==> src/rtl/adm_pkg.sv <==
// shared types, constants and codes of the adam parameter update core
`default_nettype none
package adm_pkg;

	localparam int MAX_LAYERS = 64;
	localparam int LAYER_AW = $clog2(MAX_LAYERS);
	localparam int Q_DEPTH = 2;
	localparam int Q_AW = $clog2(Q_DEPTH);
	localparam int MATH_CW = 7;

	localparam logic [31:0] B1_Q32 = 32'd3865470566;
	localparam logic [31:0] C1_Q32 = 32'd429496730;
	localparam logic [31:0] B2_Q32 = 32'd4290672329;
	localparam logic [31:0] C2_Q32 = 32'd4294967;
	localparam logic [31:0] MASK32 = 32'hFFFF_FFFF;

	localparam logic [31:0] LR_RESET = 32'd167772;
	localparam logic [30:0] TOL_RESET = 31'd66;
	localparam logic [15:0] MAXIT_RESET = 16'd1000;
	localparam logic [6:0] LAYERS_RESET = 7'd1;

	localparam logic CMD_START = 1'b0;

	typedef enum logic [1:0] {
		ST_RUN = 2'd0,
		ST_CONV = 2'd1,
		ST_LIMIT = 2'd2
	} status_t;

	typedef enum logic [1:0] {
		K_CLEAR,
		K_PASS,
		K_UPD
	} kind_t;

	typedef enum logic [2:0] {
		REG_LR = 3'd0,
		REG_TOL = 3'd1,
		REG_MAXIT = 3'd2,
		REG_LAYERS = 3'd3,
		REG_CHECK = 3'd4
	} reg_idx_t;

	typedef enum logic {
		OP_SQRT,
		OP_DIV
	} math_op_t;

	typedef struct packed {
		logic start;
		math_op_t op;
	} math_req_t;

	typedef struct packed {
		kind_t kind;
		logic [5:0] layer;
		logic signed [31:0] grad_beta;
		logic signed [31:0] grad_gamma;
		logic signed [31:0] beta;
		logic signed [31:0] gamma;
		logic [31:0] b1p;
		logic [31:0] b2p;
		status_t status;
		logic [15:0] iter;
	} q_entry_t;

endpackage
`default_nettype wire

==> src/rtl/adm_fifo.sv <==
// short item queue between front end and back end
`default_nettype none
module adm_fifo (
	input wire logic clk,
	input wire logic arst_n,
	input wire logic push,
	input wire adm_pkg::q_entry_t push_entry,
	output logic full,
	input wire logic pop,
	output adm_pkg::q_entry_t head,
	output logic head_valid
);
	import adm_pkg::*;

	q_entry_t buf_q [Q_DEPTH];
	logic [Q_AW-1:0] wp_q, rp_q;
	logic [Q_AW:0] cnt_q;

	assign full = (cnt_q == (Q_AW+1)'(Q_DEPTH));
	assign head_valid = (cnt_q != '0);
	assign head = buf_q[rp_q];

	always_ff @(posedge clk) begin
		if (push) begin
			buf_q[wp_q] <= push_entry;
		end
	end

	always_ff @(posedge clk or negedge arst_n) begin
		if (!arst_n) begin
			wp_q <= '0;
			rp_q <= '0;
			cnt_q <= '0;
		end else begin
			if (push) begin
				wp_q <= (wp_q == Q_AW'(Q_DEPTH - 1)) ? '0 : wp_q + 1'b1;
			end
			if (pop) begin
				rp_q <= (rp_q == Q_AW'(Q_DEPTH - 1)) ? '0 : rp_q + 1'b1;
			end
			cnt_q <= cnt_q + (Q_AW+1)'(push) - (Q_AW+1)'(pop);
		end
	end

endmodule
`default_nettype wire

==> config.mk <==
export PLATFORM = sky130hd
export DESIGN_NAME = adm_fifo
export DESIGN_NICKNAME = d
export VERILOG_FILES = /design/src/rtl/adm_pkg.sv /design/src/rtl/adm_fifo.sv
export SDC_FILE = /design/constraint.sdc
export NUM_CORES = 1
export LEC_CHECK = 0
export BUFFER_PORTS_ARGS = -buffer_cell sky130_fd_sc_hd__buf_2
export CELL_PAD_IN_SITES_DETAIL_PLACEMENT = 1
export CELL_PAD_IN_SITES_GLOBAL_PLACEMENT = 2
export CORE_MARGIN = 1
export CORE_UTILIZATION = 35
export CTS_BUF_LIST = sky130_fd_sc_hd__clkbuf_16
export DETAILED_ROUTE_END_ITERATION = 7
export MAX_ROUTING_LAYER = met4
export PLACE_DENSITY_LB_ADDON = 0.1
export REMOVE_ABC_BUFFERS = 1
export SLEW_MARGIN = 5
export SYNTH_ARGS = -nofsm -noshare
export SYNTH_HDL_FRONTEND = slang
export SYNTH_SLANG_ARGS = --single-unit
==> constraint.sdc <==
create_clock -name clk -period 10.1 [get_ports clk]
set_input_delay 0.505 -clock clk [delete_from_list [all_inputs] [get_ports clk]]
set_output_delay 0.505 -clock clk [all_outputs]
set_load 0.05 [all_outputs]
### After elaboration in Yosys (flattened, before gate mapping)

Memories as Yosys holds them, arrays and structs flattened.
Index checks and enable logic that the tools add are counted.

* register bits: 4
* memory bits (writable): 436
* input bits: 222
* output and inout bits: 220
* logic and storage cells: 14
* memories kept: 1

* add/subtract/negate cells: 4
* eq/ne operators: 1
* mux-type cells: 4
* reduce and logical (&&, ||, !) cells: 1

Memory list
* buf_q: depth 2, bits a word 218, read ports 1, clocked after Yosys merged registers in 0, write ports 1, line adm_fifo.sv:15 `q_entry_t buf_q [Q_DEPTH];`

Operator list (count)
* $mux 1: 4
* $add 1x1->1 const B: 2
* $add 2x1->2: 1
* $eq 2x2->1 const B: 1
* $reduce_bool 2->1: 1
* $sub 2x1->2: 1

### Depth between registers and ports, before layout

* word-level depth: 2
* gate-level depth with buffers: 5
* mapped depth without buffers: 5

### Worst setup path before layout

Ideal clock, no wire load.

* path type: flip-flop to flip-flop
* start: register wp_q
* end: memory buf_q[0][0] in the netlist's numbering, enable pin
* library setup time: 826 ps
* arrival time: 10011 ps
* required time: 9274 ps
* setup slack: -738 ps
* stages on the path, launching flop included: 2
* buffers on the path: 0
* clock period less this slack: 10838 ps
* cells stage by stage: dfrtp_1 -> nor2b_1

RTL lines
* start, declared: line adm_fifo.sv:16 `logic [Q_AW-1:0] wp_q, rp_q;`
* start signal, assigned: line adm_fifo.sv:36 `wp_q <= (wp_q == Q_AW'(Q_DEPTH - 1)) ? '0 : wp_q + 1'b1;`
* end, declared: line adm_fifo.sv:15

No word-level cell before the write port.

==> impl_metrics.tcl <==
set metrics [dict create \
    status "completed" \
    syn_inst 693 \
    r2r-end "buf_q[0][127]" \
    p_int_uw 4060 \
    start_kind "flip-flop" \
    drt-total-wl_mm 37.1 \
    worstPathArrival_ns 3.39 \
    synth_seq_cells 440 \
    ir_drop_v 0.000198 \
    fin_nets 1395 \
    die_w_um 216 \
    stdcell_count 1821 \
    cts_tree "done" \
    ys_types 12 \
    critPathMaxFanout 79 \
    area_delta_synth_final_pct 26.8 \
    hold_class "input port to flip-flop" \
    clock-root-buffer "clkbuf_16" \
    first_iter_violations 333 \
    crit_required_ns 9.60 \
    track_usage 0.163 \
    yosysTopAreaCell "edfxtp_1" \
    p_comb_frac 0.394 \
    postPlaceCellArea_um2 18800 \
    clock_skew_ns 0.0185 \
    cts_buffer_depth 3 \
    drive_gt1_frac 0.607 \
    grt_pass1_wl_mm 54.3 \
    ff2ff_setup_slack_ns 7.04 \
    clkLatencyLatePin_ns 0.57 \
    cts_resized 0 \
    end_kind "output port" \
    path_class "flip-flop to output port" \
    grt_max_degree 80 \
    htree_levels 2 \
    rsz0062_at_grt "false" \
    portBuffers 441 \
    max_slew_margin 0.224 \
    clkSinkCount 440 \
    maxCapViolCount 0 \
    synth.area.top_cells "edfxtp_1 (82%), mux2_2 (15%), buf_6 (1.6%), dfrtp_1 (0.63%), ha_1 (0.16%)" \
    min_from "push_entry[99]" \
    num_rows 78 \
    cellPowerDensity_nw_per_um2 339 \
    hpwlAfterDp_mm 24.9 \
    dp.cells 1719 \
    antenna_found_initial 10 \
    whs_path_depth 1 \
    viasPerCell 4.47 \
    fin_crit_sh 0.386 \
    ant_nets 0 \
    die_area_um2 46600 \
    grt_overflow_total 0 \
    max_freq_ghz 0.256 \
    ios 442 \
    synth_seq_area_share 0.824 \
    tightest_slew_ns 1.16 \
    tns_ns 0 \
    avgRoutedWirePerCell_um 20.4 \
    fillers 4467 \
    firstDrtPassIters 5 \
    cts_buffers 49 \
    netlist_area_um2 16000 \
    r2r_cells 3 \
    total_power_uw 6870 \
    dieHeight_um 216 \
    final_area_um2 20300 \
    setup_violations 0 \
    pwr-share-clk 0.236 \
    route.vias.total 8143 \
    post_cts_buffers 0 \
    drv_slew 0 \
    finalCriticalPeriod_ns 3.90 \
    grt_pass1_vias 8792 \
    place_congestion 0.749 \
    cts_hold_buf 1 \
    start_util 0.354 \
    finish.utilization 0.448 \
    core_area_um2 45300 \
    timing.final.hold_violations 0 \
    p_sw_uw 2810 \
    syn_area_per_cell_um2 23.1 \
    remaining_drc_errors 0 \
    min_to "buf_q[0][99]" \
    sequentialPowerShare 0.370 \
    clkSlewWorstSetupHoldPaths_ns 0.06 \
    r2r-start "wp_q" \
    synth-warning-count 0 \
    sw_frac_of_total 0.409 \
    synth_top_area_share 0.818 \
    leakage_uw 0.00762 \
]
==> per-layer routing <==
layer / GRT usage / share of wire
met1: 0.183 / 0.39
met2: 0.265 / 0.50
met3: 0.0591 / 0.084
met4: 0.0608 / 0.025
met5: - / 0
==> synthesized netlist by cell type <==
master	instances
edfxtp_1	436
inv_1	2
and2_1	1
mux2_2	218
xor2_1	2
buf_4	1
nor2b_1	2
dfrtp_1	4
ha_1	2
buf_6	23
xor3_1	1
or2_2	1
==> kinds of logic (layout without fill, tap and decap cells) <==
| group | Yosys count | after routing | share of synthesized area |
|---|---|---|---|
| flops | 440 | 440 | 0.824 |
| mux | 218 | 218 | 0.153 |
| fa+ha+maj | 2 | 2 | 0.00156 |
| simple gates | 4 | 4 | 0.00156 |
| xor+xnor | 3 | 3 | 0.00258 |
| buf+inv | 26 | 544 | 0.0171 |
| other cells | 0 | 10 | 0 |
==> power groups by stage <==
stage / combinational [uW] / clock (uW) / sequential [uW]
2_1_floorplan: 2070 / 0 / 2740
3_3_place_gp: 2750 / 0 / 2580
3_5_place_dp: 2750 / 0 / 2590
4_1_cts: 2760 / 1680 / 2560
5_1_grt: 2830 / 1740 / 2590
6_report: 2710 / 1620 / 2550
==> worst max path at each step <==
stage	start	to	slack (ns)	cells past startpoint
floorplan	wp_q	buf_q[0][0]	-0.74	1
global placement	push	buf_q[0][59]	6.67	4
detailed placement	rp_q	head[40]	6.69	3
CTS	rp_q	head[40]	6.04	3
global route	rp_q	head[16]	5.92	3
finish	rp_q	head[163]	6.20	3
==> sequential cells by signal, indices dropped and copies added, names as in the netlist <==
signal  flops
buf_q     436
cnt_q       2
rp_q        1
wp_q        1
==> cell usage in the layout, fill, tap and decap left out, types with 2 or more instances in the layout <==
master       n
clkbuf_16   51
clkinv_1    14
edfxtp_1   436
mux2_2     218
diode_2     10
buf_4        9
inv_1       16
buf_2      441
xor2_1       2
dfrtp_1      3
ha_1         2
clkinv_2     8
==> stage by stage <==
step                worst slack, ns  hold slack (ns)
CTS                            6.04           0.0736
global route                   5.92           0.0849
detailed placement             6.69            0.321
floorplan                    -0.738            0.209
finish                         6.20            0.119
global placement               6.67            0.317
==> cell type report <==
| type | count | area (um2) | share of cell area |
|---|---|---|---|
| Sequential cell | 440 | 13200 | 0.650 |
| Multi-Input combinational cell | 227 | 2560 | 0.126 |
| Timing Repair Buffer | 451 | 2280 | 0.113 |
| Clock buffer | 51 | 1280 | 0.0629 |
| Tap cell | 600 | 751 | 0.0370 |
| Clock inverter | 40 | 200 | 0.00986 |
| Antenna cell | 10 | 25.0 | 0.00123 |
| Inverter | 2 | 7.51 | 0.000370 |
==> worst max-delay path, cell delays in order, from the launching register on <==
cell and delay [ns]:
dfrtp_4 1.07, buf_4 0.95, mux2_2 0.44, buf_2 0.22
No activity file was read; power rests on OpenSTA's default activity.
