`src/rtl/adm_pkg.sv`:
```
// shared types, constants and codes of the adam parameter update core
`default_nettype none
package adm_pkg;

	localparam int MAX_LAYERS = 64;
	localparam int LAYER_AW = $clog2(MAX_LAYERS);
	localparam int Q_DEPTH = 2;
	localparam int Q_AW = $clog2(Q_DEPTH);
	localparam int MATH_CW = 7;

	localparam logic [31:0] B1_Q32 = 32'd3865470566;
	localparam logic [31:0] C1_Q32 = 32'd429496730;
	localparam logic [31:0] B2_Q32 = 32'd4290672329;
	localparam logic [31:0] C2_Q32 = 32'd4294967;
	localparam logic [31:0] MASK32 = 32'hFFFF_FFFF;

	localparam logic [31:0] LR_RESET = 32'd167772;
	localparam logic [30:0] TOL_RESET = 31'd66;
	localparam logic [15:0] MAXIT_RESET = 16'd1000;
	localparam logic [6:0] LAYERS_RESET = 7'd1;

	localparam logic CMD_START = 1'b0;

	typedef enum logic [1:0] {
		ST_RUN = 2'd0,
		ST_CONV = 2'd1,
		ST_LIMIT = 2'd2
	} status_t;

	typedef enum logic [1:0] {
		K_CLEAR,
		K_PASS,
		K_UPD
	} kind_t;

	typedef enum logic [2:0] {
		REG_LR = 3'd0,
		REG_TOL = 3'd1,
		REG_MAXIT = 3'd2,
		REG_LAYERS = 3'd3,
		REG_CHECK = 3'd4
	} reg_idx_t;

	typedef enum logic {
		OP_SQRT,
		OP_DIV
	} math_op_t;

	typedef struct packed {
		logic start;
		math_op_t op;
	} math_req_t;

	typedef struct packed {
		kind_t kind;
		logic [5:0] layer;
		logic signed [31:0] grad_beta;
		logic signed [31:0] grad_gamma;
		logic signed [31:0] beta;
		logic signed [31:0] gamma;
		logic [31:0] b1p;
		logic [31:0] b2p;
		status_t status;
		logic [15:0] iter;
	} q_entry_t;

endpackage
`default_nettype wire

```
`src/rtl/adm_front.sv`:
```
// front end: accepts items, keeps iteration control state, classifies items
`default_nettype none
module adm_front (
	input wire logic clk,
	input wire logic arst_n,
	input wire logic in_valid,
	output logic in_stall,
	input wire logic cmd,
	input wire logic [5:0] layer,
	input wire logic signed [31:0] grad_beta,
	input wire logic signed [31:0] grad_gamma,
	input wire logic signed [31:0] beta_in,
	input wire logic signed [31:0] gamma_in,
	input wire logic signed [31:0] objective,
	input wire logic [30:0] tolerance,
	input wire logic [15:0] max_iterations,
	input wire logic [6:0] layers_in_use,
	input wire logic check_first,
	input wire logic q_full,
	output logic push,
	output adm_pkg::q_entry_t push_entry
);
	import adm_pkg::*;

	logic [15:0] step_q;
	logic [31:0] b1p_q, b2p_q;
	logic signed [31:0] prev_q;
	logic have_prev_q, pend_q, halted_q;

	logic [6:0] active;
	logic in_range, is_first, is_last;
	logic signed [32:0] dobj;
	logic [32:0] diff;
	logic conv, at_limit;
	logic [63:0] pw1, pw2;
	logic [15:0] step_n;
	logic [31:0] b1p_n, b2p_n;
	logic pend_n, halted_n, advance;

	assign in_stall = q_full;
	assign push = in_valid && !q_full;

	assign active = (layers_in_use > 7'(MAX_LAYERS)) ? 7'(MAX_LAYERS) : layers_in_use;
	assign in_range = {1'b0, layer} < active;
	assign is_first = (layer == 6'd0);
	assign is_last = ({1'b0, layer} == active - 7'd1);

	assign dobj = {prev_q[31], prev_q} - {objective[31], objective};
	assign diff = dobj[32] ? 33'(-dobj) : 33'(dobj);
	assign conv = have_prev_q && (check_first ? (diff < {2'b0, tolerance})
		: (diff <= {2'b0, tolerance}));
	assign at_limit = step_q >= max_iterations;

	assign pw1 = 64'(b1p_q) * 64'(B1_Q32) + 64'h8000_0000;
	assign pw2 = 64'(b2p_q) * 64'(B2_Q32) + 64'h8000_0000;

	always_comb begin
		advance = 1'b0;
		halted_n = halted_q;
		pend_n = pend_q;
		if (in_range && is_first) begin
			if (at_limit) begin
				halted_n = 1'b1;
				pend_n = 1'b0;
			end else if (check_first && conv) begin
				halted_n = 1'b1;
				pend_n = 1'b1;
			end else begin
				halted_n = 1'b0;
				pend_n = check_first ? 1'b0 : conv;
				advance = 1'b1;
			end
		end
		step_n = advance ? step_q + 16'd1 : step_q;
		b1p_n = advance ? pw1[63:32] : b1p_q;
		b2p_n = advance ? pw2[63:32] : b2p_q;
	end

	always_comb begin
		push_entry.layer = layer;
		push_entry.grad_beta = grad_beta;
		push_entry.grad_gamma = grad_gamma;
		push_entry.beta = beta_in;
		push_entry.gamma = gamma_in;
		push_entry.b1p = b1p_n;
		push_entry.b2p = b2p_n;
		push_entry.status = ST_RUN;
		push_entry.iter = step_n;
		if (cmd == CMD_START) begin
			push_entry.kind = K_CLEAR;
			push_entry.iter = 16'd0;
		end else if (!in_range) begin
			push_entry.kind = K_PASS;
		end else begin
			push_entry.kind = halted_n ? K_PASS : K_UPD;
			if (is_last) begin
				if (halted_n) begin
					push_entry.status = pend_n ? ST_CONV : ST_LIMIT;
				end else if (step_n >= max_iterations) begin
					push_entry.status = ST_LIMIT;
				end else if (pend_n) begin
					push_entry.status = ST_CONV;
				end
			end
		end
	end

	always_ff @(posedge clk or negedge arst_n) begin
		if (!arst_n) begin
			step_q <= '0;
			b1p_q <= MASK32;
			b2p_q <= MASK32;
			prev_q <= '0;
			have_prev_q <= 1'b0;
			pend_q <= 1'b0;
			halted_q <= 1'b0;
		end else if (push) begin
			if (cmd == CMD_START) begin
				step_q <= '0;
				b1p_q <= MASK32;
				b2p_q <= MASK32;
				prev_q <= '0;
				have_prev_q <= 1'b0;
				pend_q <= 1'b0;
				halted_q <= 1'b0;
			end else if (in_range && is_first) begin
				halted_q <= halted_n;
				pend_q <= pend_n;
				step_q <= step_n;
				b1p_q <= b1p_n;
				b2p_q <= b2p_n;
				if (advance) begin
					prev_q <= objective;
					have_prev_q <= 1'b1;
				end
			end
		end
	end

endmodule
`default_nettype wire

```
`config.mk`:
```
export PLATFORM = sky130hd
export DESIGN_NAME = adm_front
export DESIGN_NICKNAME = d
export VERILOG_FILES = /design/src/rtl/adm_pkg.sv /design/src/rtl/adm_front.sv
export SDC_FILE = /design/constraint.sdc
export NUM_CORES = 2
export LEC_CHECK = 0
export BUFFER_PORTS_ARGS = -buffer_cell sky130_fd_sc_hd__buf_2
export CAP_MARGIN = 0
export CORE_AREA = 2 2 293 266
export CTS_CLUSTER_DIAMETER = 60
export DETAILED_ROUTE_END_ITERATION = 10
export DIE_AREA = 0 0 295 268
export MAX_ROUTING_LAYER = met4
export PLACE_DENSITY_LB_ADDON = 0.1
export SYNTH_ARGS = -nofsm -noshare
export SYNTH_HDL_FRONTEND = slang
export SYNTH_SLANG_ARGS = --single-unit
```
`constraint.sdc`:
```
create_clock -name clk -period 24.8 [get_ports clk]
set_input_delay 2.48 -clock clk [delete_from_list [all_inputs] [get_ports clk]]
set_output_delay 2.48 -clock clk [all_outputs]
set_load 0.01 [all_outputs]
```
Yosys cells after proc, flatten, opt, wreduce, memory -nomap -nowiden:

Cells that the tools add are included.

* register bits: 115
* logic and storage cells: 75

* equal/unequal tests: 3
* order comparisons: 6
* add/sub/neg operators: 6
* multipliers: 2
* reduce and logical (&&, ||, !) cells: 8
* muxes and demuxes: 43

Operators by type and width (number)
* 32-bit two-way mux: 9
* 64-bit by 32-bit adder with 64-bit output (second input constant): 2
* 32-bit by 32-bit multiplier with 64-bit output (second input constant): 1
* 16-bit two-way mux: 4
* 32-bit by 31-bit multiplier with 63-bit output (second input constant): 1
* 33-bit by 31-bit less-or-equal comparator with 1-bit output: 1
* 33-bit by 31-bit < comparator with 1-bit output: 1
* 33-bit two-way mux: 1
* 33-bit negator: 1
* 32-bit by 32-bit subtractor with 33-bit output: 1
* 16-bit greater-or-equal comparator: 2
* 1-bit two-way mux: 19
* 2-bit two-way mux: 9
* 16-bit by 1-bit adder with 16-bit output (second input constant): 1
* 6-bit by 7-bit equality test with 1-bit output: 1
* 7-bit greater-than comparator (second input constant): 1
* 6-bit by 7-bit < comparator with 1-bit output: 1
* 7-bit two-way mux: 1
* 7-bit by 1-bit subtractor with 7-bit output (second input constant): 1
* 6-bit zero test: 1
* 1-bit logical AND: 4
* 2-bit by 1-bit inequality test with 1-bit output (second input constant): 2
* 3-bit AND reduction: 1
* 2-bit AND reduction: 1
* 1-bit zero test: 1

Depth between registers and ports, before layout:

* word-level depth: 17
* gate-level depth with buffers: 42

Worst setup path before layout:

OpenSTA, ideal clock, no wires.

* path kind: input port to output port
* start: input objective[2]
* end: output push_entry[16] (netlist name)
* arrival: 10.037 ns
* required time: 22.320 ns
* path slack: 12.283 ns
* stages on the path: 40
* cell sequence: inv_1 -> ha_1 -> nor2b_1 -> o31a_1 -> o21a_1 -> or4_1 -> a211o_1 -> or4_1 -> or3_1 -> nor2_1 -> a31oi_1 -> xor2_1 -> ha_1 -> nand4_1 -> nor2_1 -> a2111oi_0 -> nand3_1 -> nand2_1 -> [4 not listed] -> buf_6 -> buf_6 -> buf_6 -> xnor2_1 -> ha_1 -> nand2b_1 -> a21o_1 -> a21o_1 -> a21o_1 -> a21o_1 -> a21o_1 -> a21oi_1 -> o21ai_0 -> a211oi_1 -> nor2_1 -> o21ai_0 -> a211o_1 -> and3b_1

RTL lines
* start: declaration: RTL line adm_front.sv:14 `input wire logic signed [31:0] objective,`
* end: declaration: RTL line adm_front.sv:21 `output adm_pkg::q_entry_t push_entry`

==> impl_metrics.yaml <==
setup_path:
  timing.rr.end: "b1p_q[21]"
  timing.rr.start: "b1p_q[22]"
  crit_type: "input pin to output pin"
  cpMaxStageDelayCell: "o311ai_0"
  cp_common_cell: "a21o_1"
  crit_required_ns: 22.32
  critical-path-max-stage-delay_ns: 0.67
  crit_fanout: 67
  critPathLaunch: "objective[1]"
  ff2ff_setup_slack_ns: 14.31
  start_kind: "input pin"
  rr_worst_depth: 28
  end_kind: "output pin"
  cp-endpoint: "push_entry[16]"
  critPathArrivalTime_ns: 11.83
sta:
  hold_viol: 0
  slew_headroom_pct: 15.56
  rsz0062_at_grt: "no"
  max_slew.worst_pin.slew_ns: 1.267
  maxSlewViolCount: 0
  skew_ns: 0.02288
  fmax_mhz: 69.87
  period_needed_ns: 14.31
  fin_hold_ws_ns: 0.4856
  fin_crit_sh_pct: 57.71
  setup_violations: 0
  fin_tns_setup_ns: 0
finish:
  num-fill-cells: 6255
  synthToLayoutAreaGrowth_pct: 2.877
  final_cell_mix: "1,243 x inv_1, 941 x fa_1, 796 x ha_1"
  layout-drive-gt1-share_pct: 7.073
  nNetsFinal: 7068
  multi_input_area_um2: 39780
  final_common_cell: "inv_1"
  seq_area_um2: 2958
synthesis:
  ys_seq_area_share_pct: 6.050
  netlist.area_leader.share_pct: 38.53
  synthTopCellsByArea: "fa_1 39%, ha_1 20%, inv_1 9.5%"
  synth_top_area_cell: "fa_1"
  synth_seq_cells: 115
  synthSimpleGateAreaFrac_pct: 8.274
  synth_top_family_by_area: "adder cells"
  synthXorXnorAreaFrac_pct: 2.828
  ys.flop_type: "dfstp_2"
  syn-num-nets: 7082
  syn_avg_cell_area_um2: 9.551
  ys_async_sr_fraction_pct: 100.0
  synthMuxAreaShare_pct: 0.9853
  synth_cell_types: 97
  synth_compound_area_share_pct: 10.35
  synth_adder_area_share_pct: 58.90
  synth.cell_area_um2: 48890
  yosysWarnings: 0
  synth_edf_count: 0
  synth_cells: 5119
clocking:
  worstSkewPairLatency_ns: 0.46
  clk_pin_slew_ns: 0.06
  ctsHoldBuffers: 0
  root_buffer: "clkbuf_16"
  cts_resized: 0
  htree_levels: 4
  post_cts_buffers: 0
  cts_buffer_depth: 2
  cts_buffers: 17
  cts_tree: "built"
  cts.sinks: 115
route:
  drt-initial-drc-count: 3090
  totalWireLength_mm: 139.7
  vias: 36311
  wl_per_cell_um: 22.72
  vias_per_cell: 5.906
  drc_errors: 0
  first_pass_iters: 6
  ant_nets: 0
die:
  start_util_pct: 64.51
  core-area_um2: 75790
  die_h_um: 268
  ioPinCount: 446
  fp.dieW_um: 295
  die_area_um2: 79060
  row_count: 96
placement:
  gp_congestion: 1.020
  hpwl_mm: 122.8
  io_buffers: 189
hold_path:
  worst_hold_path_type: "flip-flop to flip-flop"
  hold_depth: 2
  hold_start: "prev_q[13]"
global_route:
  grt_pass1_wl_mm: 217.8
  grtUsageTotal_pct: 37.97
  grt_max_degree: 92
  grt_pass1_vias: 37310
  overflow: 0
  antenna_found_initial: 2
outcome:
  run_status: "complete, no violations"
job:
  drv_cap: 0
## logic make-up after synthesis
group / count (synthesis)
AOI/OAI and AO/OA: 774
buffers and inverters: 1475
muxes: 45
DFF: 115
xor gates and xnor gates: 157
adders and majority gates: 1737
and+or+nand+nor: 816
## final cells by class
type	count	share of cell area [%]
well taps	1029	2.560
repair buffers	199	2.042
clock buffers	18	0.8955
inverters	1243	9.276
diodes	1	0.004975
multi-input cells	3529	79.09
flip-flops and latches	115	5.881
clock inverters	14	0.2537
## state kept, by name (all words and copies together), names as in the netlist
signal,count
b1p_q,32
b2p_q,32
prev_q,32
step_q,16
halted_q,1
have_prev_q,1
pend_q,1
## synthesized netlist by cell type (63+ instances only)
cell      number
clkbuf_1      63
o21ai_0      194
dfstp_2       64
ha_1         796
nor2_1       165
fa_1         941
a21o_1        64
buf_4        143
xnor2_1       98
inv_1       1243
a21oi_1      194
nand2_1      267
## per-layer routing
metal  part of all wire (%)  global-route usage (%)  vias to the layer above
li1                       -                       -                    16316
met4                    3.4                   10.92                        0
met1                     43                   53.04                    18162
met5                      0                       -                        -
met3                    9.8                   9.189                      238
met2                     44                   55.25                     1595
## critical path, delay by kind of cell
family | cells | cell delay, ns
AO/OA/AOI/OAI | 21 | 4.98
AND/OR/NAND/NOR | 10 | 1.91
buffers and inverters | 4 | 0.92
adder cells (fa/ha/maj) | 3 | 0.85
multiplexers | 1 | 0.43
XOR/XNOR | 1 | 0.18
## per-stage QoR
step	cells	util [%]	cell area [um2]	setup WS, ns
2_1_floorplan	5119	-	48890	12.28
3_3_place_gp	6115	65.60	49720	10.82
4_1_cts	6147	66.36	50290	10.56
5_1_grt	6148	66.36	50300	9.852
6_report	6148	66.36	50300	10.49
3_5_place_dp	6115	65.60	49720	10.58
## how the worst min path moves through the flow
stage                             end
after floorplan           have_prev_q
after global placement     prev_q[12]
after detailed placement   prev_q[12]
after CTS                  prev_q[12]
after global routing       prev_q[16]
final                      prev_q[13]
Power is left out: the tool's default activity adds up to more than one toggle a clock period on the data nets, which glitch-free logic cannot reach.
